`src/lkb_pkg.sv`:
```
// Shared types and constants of the luma keyed blend core.
`default_nettype none
package lkb_pkg;

    localparam int unsigned PIX_W     = 32;
    localparam int unsigned CH_W      = 8;
    localparam int unsigned CFG_IDX_W = 8;
    localparam int unsigned FRAC_W    = 16;

    localparam logic [FRAC_W-1:0] FULL_SCALE = 16'hFF00;

    localparam logic [6:0] W_RED   = 7'd90;
    localparam logic [6:0] W_GREEN = 7'd115;
    localparam logic [6:0] W_BLUE  = 7'd51;

    localparam logic [CFG_IDX_W-1:0] CFG_IDX_START = 8'd0;
    localparam logic [CFG_IDX_W-1:0] CFG_IDX_END   = 8'd1;

    localparam logic [CH_W-1:0] START_RST = 8'd120;
    localparam logic [CH_W-1:0] END_RST   = 8'd132;

    typedef logic [PIX_W-1:0]  t_pixel;
    typedef logic [CH_W-1:0]   t_chan;
    typedef logic [FRAC_W-1:0] t_frac;

    typedef struct packed {
        t_chan start;
        t_chan stop;
    } t_thresh;

    typedef struct packed {
        logic valid;
        logic pass_a;
        logic pass_b;
    } t_key_ctl;

endpackage
`default_nettype wire

```
`src/luma_keyed_blend_core.sv`:
```
// Top level of the luma keyed blend core: config registers and pixel pipeline.
//
// Pixel channel: drive i_start with the A, B and mask words; the beat is taken
// at a rising edge where i_start is high and o_busy is low. One pixel per clock
// is accepted back to back while o_busy stays low.
// Result: o_out_pixel is valid for one cycle while o_out_valid is high, once
// its input has passed registers r1 to r4. The receiver cannot stall, so the
// pipeline never holds; results leave in input order, one per accepted beat.
// Config channel: i_cfg_valid/o_cfg_ready with i_cfg_index and i_cfg_data.
// Index 0 sets the start threshold, index 1 the end threshold; other indexes
// are dropped. Write only while no pixel is in flight.
// Each config write, and reset, starts a serial division of the full scale by
// the threshold range; o_busy stays high until the last quotient bit is in.
// Reset: synchronous, active low; thresholds return to 120 and 132 and the
// pipeline empties.
`default_nettype none
module luma_keyed_blend_core (
    input  wire logic                              i_clk,
    input  wire logic                              i_rst_n,
    input  wire logic                              i_start,
    output logic                                   o_busy,
    input  wire lkb_pkg::t_pixel                   i_source_a_pixel,
    input  wire lkb_pkg::t_pixel                   i_source_b_pixel,
    input  wire lkb_pkg::t_pixel                   i_mask_pixel,
    output logic                                   o_out_valid,
    output lkb_pkg::t_pixel                        o_out_pixel,
    input  wire logic                              i_cfg_valid,
    output logic                                   o_cfg_ready,
    input  wire logic [lkb_pkg::CFG_IDX_W-1:0]     i_cfg_index,
    input  wire lkb_pkg::t_chan                    i_cfg_data
);
    import lkb_pkg::*;

    t_chan     r_start;
    t_chan     r_stop;

    logic      n_cfg_wr;
    logic      n_accept;
    t_thresh   n_thresh;
    t_frac     n_mult;
    t_key_ctl  n_key_ctl;
    t_frac     n_alpha;
    t_pixel    n_key_a;
    t_pixel    n_key_b;

    assign o_cfg_ready = 1'b1;
    assign n_cfg_wr    = i_cfg_valid && o_cfg_ready;
    assign n_accept    = i_start && !o_busy;

    always_ff @(posedge i_clk) begin
        if (!i_rst_n) begin
            r_start <= START_RST;
            r_stop  <= END_RST;
        end else if (n_cfg_wr) begin
            unique case (i_cfg_index)
                CFG_IDX_START: r_start <= i_cfg_data;
                CFG_IDX_END:   r_stop  <= i_cfg_data;
                default: ;
            endcase
        end
    end

    always_comb begin
        n_thresh.start = r_start;
        n_thresh.stop  = (r_stop < r_start) ? r_start : r_stop;
    end

    lkb_recip u_recip (
        .i_clk     (i_clk),
        .i_rst_n   (i_rst_n),
        .i_restart (n_cfg_wr),
        .i_thresh  (n_thresh),
        .o_busy    (o_busy),
        .o_mult    (n_mult)
    );

    lkb_key u_key (
        .i_clk    (i_clk),
        .i_rst_n  (i_rst_n),
        .i_valid  (n_accept),
        .i_a      (i_source_a_pixel),
        .i_b      (i_source_b_pixel),
        .i_mask   (i_mask_pixel),
        .i_thresh (n_thresh),
        .i_mult   (n_mult),
        .o_ctl    (n_key_ctl),
        .o_alpha  (n_alpha),
        .o_a      (n_key_a),
        .o_b      (n_key_b)
    );

    lkb_mix u_mix (
        .i_clk   (i_clk),
        .i_rst_n (i_rst_n),
        .i_ctl   (n_key_ctl),
        .i_alpha (n_alpha),
        .i_a     (n_key_a),
        .i_b     (n_key_b),
        .o_valid (o_out_valid),
        .o_pixel (o_out_pixel)
    );

endmodule
`default_nettype wire

```
`src/lkb_recip.sv`:
```
// Serial restoring divider producing the alpha ramp slope from the thresholds.
`default_nettype none
module lkb_recip (
    input  wire logic            i_clk,
    input  wire logic            i_rst_n,
    input  wire logic            i_restart,
    input  wire lkb_pkg::t_thresh i_thresh,
    output logic                 o_busy,
    output lkb_pkg::t_frac       o_mult
);
    import lkb_pkg::*;

    logic        r_run;
    logic [3:0]  r_cnt;
    t_chan       r_rem;
    t_frac       r_quo;

    t_chan       n_range;
    t_chan       n_diff;
    logic [8:0]  n_shift;
    logic        n_bit;
    t_chan       n_rem;

    always_comb begin
        n_diff  = i_thresh.stop - i_thresh.start;
        n_range = (n_diff == '0) ? t_chan'(1) : n_diff;
        n_shift = {r_rem, FULL_SCALE[r_cnt]};
        n_bit   = (n_shift >= {1'b0, n_range});
        n_rem   = n_bit ? t_chan'(n_shift - {1'b0, n_range}) : n_shift[CH_W-1:0];
    end

    always_ff @(posedge i_clk) begin
        if (!i_rst_n || i_restart) begin
            r_run <= 1'b1;
            r_cnt <= 4'd15;
            r_rem <= '0;
            r_quo <= '0;
        end else if (r_run) begin
            r_rem <= n_rem;
            r_quo <= {r_quo[FRAC_W-2:0], n_bit};
            r_cnt <= r_cnt - 4'd1;
            if (r_cnt == 4'd0) begin
                r_run <= 1'b0;
            end
        end
    end

    assign o_busy = r_run;
    assign o_mult = r_quo;

endmodule
`default_nettype wire

```
`src/lkb_key.sv`:
```
// Luma and key stages: mask luma, threshold compare and alpha ramp.
`default_nettype none
module lkb_key (
    input  wire logic             i_clk,
    input  wire logic             i_rst_n,
    input  wire logic             i_valid,
    input  wire lkb_pkg::t_pixel  i_a,
    input  wire lkb_pkg::t_pixel  i_b,
    input  wire lkb_pkg::t_pixel  i_mask,
    input  wire lkb_pkg::t_thresh i_thresh,
    input  wire lkb_pkg::t_frac   i_mult,
    output lkb_pkg::t_key_ctl     o_ctl,
    output lkb_pkg::t_frac        o_alpha,
    output lkb_pkg::t_pixel       o_a,
    output lkb_pkg::t_pixel       o_b
);
    import lkb_pkg::*;

    logic       r1_valid;
    t_chan      r1_luma;
    t_pixel     r1_a;
    t_pixel     r1_b;

    t_key_ctl   r2_ctl;
    t_frac      r2_alpha;
    t_pixel     r2_a;
    t_pixel     r2_b;

    logic [15:0] n_luma_sum;
    t_chan       n_diff;
    logic [23:0] n_alpha;
    t_key_ctl    n_ctl;

    always_comb begin
        n_luma_sum = 16'(i_mask[23:16] * W_RED)
                   + 16'(i_mask[15:8]  * W_GREEN)
                   + 16'(i_mask[7:0]   * W_BLUE);
    end

    always_ff @(posedge i_clk) begin
        if (!i_rst_n) begin
            r1_valid <= 1'b0;
        end else begin
            r1_valid <= i_valid;
        end
        r1_luma <= n_luma_sum[15:8];
        r1_a    <= i_a;
        r1_b    <= i_b;
    end

    always_comb begin
        n_diff       = r1_luma - i_thresh.start;
        n_alpha      = 24'(n_diff * i_mult);
        n_ctl.valid  = r1_valid;
        n_ctl.pass_b = (r1_luma < i_thresh.start);
        n_ctl.pass_a = !n_ctl.pass_b && (r1_luma >= i_thresh.stop);
    end

    always_ff @(posedge i_clk) begin
        if (!i_rst_n) begin
            r2_ctl <= '0;
        end else begin
            r2_ctl <= n_ctl;
        end
        r2_alpha <= n_alpha[FRAC_W-1:0];
        r2_a     <= r1_a;
        r2_b     <= r1_b;
    end

    assign o_ctl   = r2_ctl;
    assign o_alpha = r2_alpha;
    assign o_a     = r2_a;
    assign o_b     = r2_b;

endmodule
`default_nettype wire

```
`src/lkb_mix.sv`:
```
// Mix stages: per channel weighted products, sum and output select.
`default_nettype none
module lkb_mix (
    input  wire logic             i_clk,
    input  wire logic             i_rst_n,
    input  wire lkb_pkg::t_key_ctl i_ctl,
    input  wire lkb_pkg::t_frac   i_alpha,
    input  wire lkb_pkg::t_pixel  i_a,
    input  wire lkb_pkg::t_pixel  i_b,
    output logic                  o_valid,
    output lkb_pkg::t_pixel       o_pixel
);
    import lkb_pkg::*;

    t_key_ctl    r3_ctl;
    logic [23:0] r3_pa [3];
    logic [23:0] r3_pb [3];
    t_pixel      r3_a;
    t_pixel      r3_b;

    logic        r4_valid;
    t_pixel      r4_pixel;

    t_frac       n_beta;
    logic [23:0] n_pa [3];
    logic [23:0] n_pb [3];
    logic [24:0] n_sum;
    t_pixel      n_blend;
    t_pixel      n_pixel;

    always_comb begin
        n_beta = FULL_SCALE - i_alpha;
        for (int c = 0; c < 3; c++) begin
            n_pa[c] = 24'(i_a[c*CH_W +: CH_W] * i_alpha);
            n_pb[c] = 24'(i_b[c*CH_W +: CH_W] * n_beta);
        end
    end

    always_ff @(posedge i_clk) begin
        if (!i_rst_n) begin
            r3_ctl <= '0;
        end else begin
            r3_ctl <= i_ctl;
        end
        r3_pa <= n_pa;
        r3_pb <= n_pb;
        r3_a  <= i_a;
        r3_b  <= i_b;
    end

    always_comb begin
        n_blend = '0;
        n_sum   = '0;
        for (int c = 0; c < 3; c++) begin
            n_sum = {1'b0, r3_pa[c]} + {1'b0, r3_pb[c]};
            n_blend[c*CH_W +: CH_W] = n_sum[23:16];
        end
        if (r3_ctl.pass_b) begin
            n_pixel = r3_b;
        end else if (r3_ctl.pass_a) begin
            n_pixel = r3_a;
        end else begin
            n_pixel = n_blend;
        end
    end

    always_ff @(posedge i_clk) begin
        if (!i_rst_n) begin
            r4_valid <= 1'b0;
        end else begin
            r4_valid <= r3_ctl.valid;
        end
        r4_pixel <= n_pixel;
    end

    assign o_valid = r4_valid;
    assign o_pixel = r4_pixel;

endmodule
`default_nettype wire

```
`config.mk`:
```
export PLATFORM = sky130hd
export DESIGN_NAME = luma_keyed_blend_core
export DESIGN_NICKNAME = d
export VERILOG_FILES = /design/src/lkb_pkg.sv /design/src/luma_keyed_blend_core.sv /design/src/lkb_recip.sv /design/src/lkb_key.sv /design/src/lkb_mix.sv
export SDC_FILE = /design/constraint.sdc
export NUM_CORES = 2
export LEC_CHECK = 0
export BUFFER_PORTS_ARGS = -buffer_cell sky130_fd_sc_hd__buf_2
export CAP_MARGIN = 5
export CORE_ASPECT_RATIO = 0.75
export CORE_UTILIZATION = 60
export CTS_CLUSTER_SIZE = 10
export DETAILED_ROUTE_END_ITERATION = 10
export HOLD_SLACK_MARGIN = 0.08
export PLACE_DENSITY = 0.78
export SLEW_MARGIN = 20
export SYNTH_ARGS = -nofsm -noshare
export SYNTH_HDL_FRONTEND = slang
export SYNTH_SLANG_ARGS = --single-unit
```
`constraint.sdc`:
```
create_clock -name i_clk -period 9.6 [get_ports i_clk]
set_clock_uncertainty 0.2 [all_clocks]
set_input_delay 1.92 -clock i_clk [delete_from_list [all_inputs] [get_ports i_clk]]
set_output_delay 1.92 -clock i_clk [all_outputs]
set_load 0.05 [all_outputs]
```
## Word-level counts from Yosys, hierarchy flattened

Memory sizes are Yosys's and may differ from the RTL's. A register that Yosys moved wholly into a read port is not among the register bits.
Cells that the tools add are included.

| operators by class | value |
|---|---|
| add/subtract/negate cells | 10 |
| multiply operators | 10 |
| $lt $le $gt $ge | 5 |
| equality and inequality tests | 1 |
| muxes and demuxes | 10 |
| reductions and logical operators | 11 |

Operators with widths:

| operator | count |
|---|---|
| $mul 8x16->24 | 6 |
| $add 24x24->24 | 3 |
| $mux 32 | 2 |
| $mul 8x6->14 const B | 2 |
| $mux 8 | 3 |
| $sub 8x8->8 | 3 |
| $add 15x15->16 | 1 |
| $add 16x14->16 | 1 |
| $logic_not 8->1 | 2 |
| $lt 8x8->1 | 2 |
| $mul 8x16->16 | 1 |
| $sub 16x16->16 const A | 1 |
| $mul 8x7->15 const B | 1 |
| $ge 9x8->1 | 1 |
| $eq 8x1->1 const B | 1 |
| $ge 8x8->1 | 1 |
| $mux 4 | 2 |
| $lt 4x5->1 const B | 1 |
| $logic_not 4->1 | 1 |
| $reduce_and 2->1 | 2 |
| $sub 4x1->4 const B | 1 |
| $logic_not 1->1 | 3 |
| $mux 1 | 3 |
| $logic_and 1x1->1 | 2 |
| $logic_or 1x1->1 | 1 |

| word-level totals | value |
|---|---|
| register bits | 445 |
| ROM bits | 16 |
| bits of input ports | 116 |
| output and inout bits | 35 |
| logic and storage cells | 77 |
| memories kept | 1 |

Memories:

| name | depth | bits a word | rd ports | clocked after Yosys merged registers in | wr ports | RTL line | source |
|---|---|---|---|---|---|---|---|
| (name not given) | 16 | 1 | 1 | 1 | 0 | lkb_recip.sv:27 | `n_shift = {r_rem, FULL_SCALE[r_cnt]};` |

## Longest topological paths before layout

| depth | value |
|---|---|
| word-level depth | 7 |
| depth in mapped cells | 29 |
| gate-level depth less buffers | 28 |

## Cells and area by module

A second synthesis with hierarchy kept.

| second synthesis, totals | value |
|---|---|
| cell total of the unflattened synthesis | 4498 |
| area, all modules | 43247.7 sq um |

By module, submodules not included:

| module | times used | cells an instance | area each (sq um) | seq. area each (sq um) |
|---|---|---|---|---|
| lkb_mix | 1 | 3303 | 30823.3 | 4884.7 |
| lkb_key | 1 | 877 | 9651.8 | 3123.0 |
| lkb_recip | 1 | 214 | 1800.5 | 600.6 |
| luma_keyed_blend_core | 1 | 104 | 972.2 | 320.3 |

## Worst setup path before layout

OpenSTA, ideal clock, no wires.

| timing | value |
|---|---|
| kind | input to register |
| start | input port i_mask_pixel[8] |
| end | register u_key.r1_luma[5] |
| library setup time | 0.119 ns |
| arrival time | 6.197 ns |
| required time | 9.281 ns |
| slack | 3.084 ns |
| stages | 19 |
| buffers on the path | 0 |
| cells stage by stage | fa_1 -> inv_1 -> fa_1 -> inv_1 -> fa_1 -> inv_1 -> fa_1 -> inv_1 -> fa_1 -> inv_1 -> fa_1 -> inv_1 -> ha_1 -> o2111a_1 -> nor2_1 -> a21oi_1 -> a21o_1 -> a211oi_1 -> nor2_1 |

| on the way | value |
|---|---|
| word-level cells in the longest chain between the ends | 3 |

Ends and longest elaborated chain:

| what | RTL line | source |
|---|---|---|
| from (decl) | luma_keyed_blend_core.sv:24 | `input wire lkb_pkg::t_pixel i_mask_pixel,` |
| $mul 8x7->15 | lkb_key.sv:36 | `+ 16'(i_mask[15:8] * W_GREEN)` |
| $add 15x15->16 | lkb_key.sv:36 |  |
| $add 16x14->16 | lkb_key.sv:37 | `+ 16'(i_mask[7:0] * W_BLUE);` |
| via u_key.n_luma_sum[13] | lkb_key.sv:29 | `logic [15:0] n_luma_sum;` |
| to (signal assigned) | lkb_key.sv:46 | `r1_luma <= n_luma_sum[15:8];` |
| to (decl) | lkb_key.sv:20 | `t_chan r1_luma;` |

The timed path passes the listed nets, and every way through them passes these cells.
A chain may end at the register's enable or synchronous reset.

==> results.cfg <==
[drt]
drt-pass1-iter-count = 5
vias = 30206
routed_via_density = 5.49
drt-initial-drc-count = 1694
route.detailed.drc = 0
wl_per_cell_um = 17.6
wirelength_um = 97000
ant_nets = 0

[flow_run]
cap_violations = 0

[sta]
fin_crit_sh_pct = 76.5
slew_violations = 0
rsz0062_at_grt = false
period_needed_ns = 7.35
tns_ns = 0
setup_viol = 0
tightest_slew_ns = 1.02
hold_violations = 0
max_slew_margin_pct = 31.4
timing.fmax_ghz = 0.136

[layout]
fillers = 5549
fin_nets = 5764
fin_cells = 5505
area_growth_pct = 7.15
design_area_um2 = 46100
drive_gt1_share_pct = 6.47

[setup_path]
worst-path-max-fanout = 26
crit_buf_inv = 5
crit_family = adder cells
cp_common_cell = fa_1
worstPathArrival_ns = 7.67
critPathKind = reg2reg
cp.required_ns = 9.93
critPathCaptureType = flip-flop
cp_slowest_cell = xor2_1
cp-start-kind = flip-flop
max_stage_delay_ns = 0.67

[logic_synthesis]
synth_top_cell_by_area = fa_1
syn_nets = 5689
ys.flop_type = dfxtp_1
synthTopCellsByArea = fa_1, dfxtp_1, ha_1
syn_area_per_cell_um2 = 9.62
syn_area_um2 = 43000
synthCells = 4469
seq_area_frac_synth_pct = 20.8
async_flop_share_pct = 0
ys_types = 74
yosysWarnings = 0
synth_edf_count = 0
synth_top_cell_area_share_pct = 29.5
ys_ff_latch = 446

[floorplan]
core_um2 = 70500
fp.dieH_um = 234
rows = 84
io_pins = 151
die_area_um2 = 72700
initial_core_util_pct = 61.0
die_x_um = 311

[clock_network]
cts_hold_buffers = 0
path_clk_slew_ns = 0.06
cts_made_buffers = 52
root_buffer = clkbuf_16
ctsResizeCount = 0
cts_max_level = 2
cts_buffer_depth = 3
cts_tree = built
cts.sinks = 446
clock_latency_ns = 0.62
cts_setup_buffers = 0

[place]
portBuffers = 141
dpl-instance-area_um2 = 44600
place_congestion = 0.915
numPlacedInstances = 5436
dp_hpwl_um = 73400

[global_routing]
track_usage_pct = 27.7
antenna_found_initial = 5
grt_max_degree = 41
grt_use_met1_pct = 35.2
grt-ovfl-total = 0
busiest_layer = met2
grt_pass1_vias = 32353
grtUsageMet3_pct = 5.69
gr-usage-met2_pct = 47.3
grt_pass1_wl_um = 162000

[status]
status = finished clean

[hold_path]
holdCritPathClass = reg2reg
==> final cells by class <==
cell class | instances | area [um2] | share of cell area [%]
Antenna cell | 3 | 7.51 | 0.0163
Clock inverter | 6 | 63.8 | 0.138
Multi-Input combinational cell | 3128 | 30800 | 66.8
Tap cell | 946 | 1180 | 2.57
Clock buffer | 60 | 1370 | 2.98
Inverter | 737 | 2770 | 6.00
Sequential cell | 446 | 8930 | 19.4
Timing Repair Buffer | 179 | 991 | 2.15
==> routing by layer <==
| metal | wire length, um | share of wire, % | up-vias |
|---|---|---|---|
| li1 | - | - | 14109 |
| met1 | 41000 | 42 | 15006 |
| met2 | 45900 | 47 | 899 |
| met3 | 7040 | 7.3 | 188 |
| met4 | 3020 | 3.1 | 4 |
| met5 | 31 | 0.032 | - |
==> state kept, by name, indices dropped and copies added, names as in the netlist, 3 cells and up <==
signal,cells
u_recip.o_mult,16
u_recip.r_rem,8
r_stop,8
u_key.o_a,32
u_mix.r3_ctl,3
r_start,8
u_key.r1_a,32
u_mix.r3_a,32
u_mix.r3_b,32
u_mix.r3_pa,72
u_mix.o_pixel,32
u_key.r1_b,32
u_key.o_b,32
u_recip.r_cnt,4
u_key.r1_luma,8
u_key.o_alpha,16
u_mix.r3_pb,72
u_key.o_ctl,3
==> Yosys cell counts (43+ instances only) <==
| library cell | n |
|---|---|
| a21o_1 | 54 |
| a21oi_1 | 139 |
| and2_1 | 534 |
| clkbuf_1 | 155 |
| dfxtp_1 | 446 |
| fa_1 | 634 |
| ha_1 | 470 |
| inv_1 | 737 |
| nand2_1 | 416 |
| nor2_1 | 131 |
| o21a_1 | 43 |
| o21ai_0 | 82 |
| xnor2_1 | 139 |
| xor2_1 | 49 |
==> final timing paths <==
check	startpoint	end	slack [ns]	cells past startpoint
setup / recovery	u_key.o_alpha[3]	u_mix.r3_pb[70]	2.25	25
hold reg to reg	u_key.o_b[29]	u_mix.r3_b[29]	0.12	0
hold / removal	u_key.o_b[29]	u_mix.r3_b[29]	0.12	0
setup reg to reg	u_key.o_alpha[3]	u_mix.r3_pb[70]	2.25	25
==> metrics by stage <==
stage / worst slack [ns] / hold slack [ns] / utilization (%)
final: 2.25 / 0.124 / 65.3
after global routing: 1.73 / 0.126 / 65.3
after CTS: 2.36 / 0.122 / 65.3
after detailed placement: 2.39 / 0.112 / 63.3
after global placement: 2.56 / 0.110 / 63.3
after floorplan: 3.08 / 0.110 / -
==> logic make-up after synthesis <==
kind of cell / synth area share [%]
AO/OA/AOI/OAI: 7.88
XOR/XNOR: 3.88
adder cells (fa/ha/maj): 43.2
buffers and inverters: 7.82
flip-flops: 20.8
multiplexers: 1.00
other: 0.00872
AND/OR/NAND/NOR: 15.4
==> placed cells by master (no fill, tap or decap), types with 39 or more instances in the layout <==
| cell | instances |
|---|---|
| a21oi_1 | 139 |
| xor2_1 | 48 |
| o21a_1 | 43 |
| nand2_1 | 416 |
| ha_1 | 470 |
| clkbuf_16 | 52 |
| nand3_1 | 39 |
| and2_1 | 534 |
| fa_1 | 634 |
| xnor2_1 | 133 |
| buf_2 | 141 |
| nor2_1 | 131 |
| a21o_1 | 54 |
| o21ai_0 | 82 |
| dfxtp_1 | 445 |
| inv_1 | 737 |
==> worst reg2reg max path: cells and delay by family (launching register included) <==
kind | cells | cell delay [ns]
compound gates | 6 | 1.89
simple gates | 7 | 0.94
buf+inv | 5 | 0.92
flops | 1 | 0.30
fa+ha+maj | 5 | 2.20
xor+xnor | 2 | 0.80
Power is not shown: default switching activity piles up to over one toggle a cycle in this logic, so the estimate is an artifact.
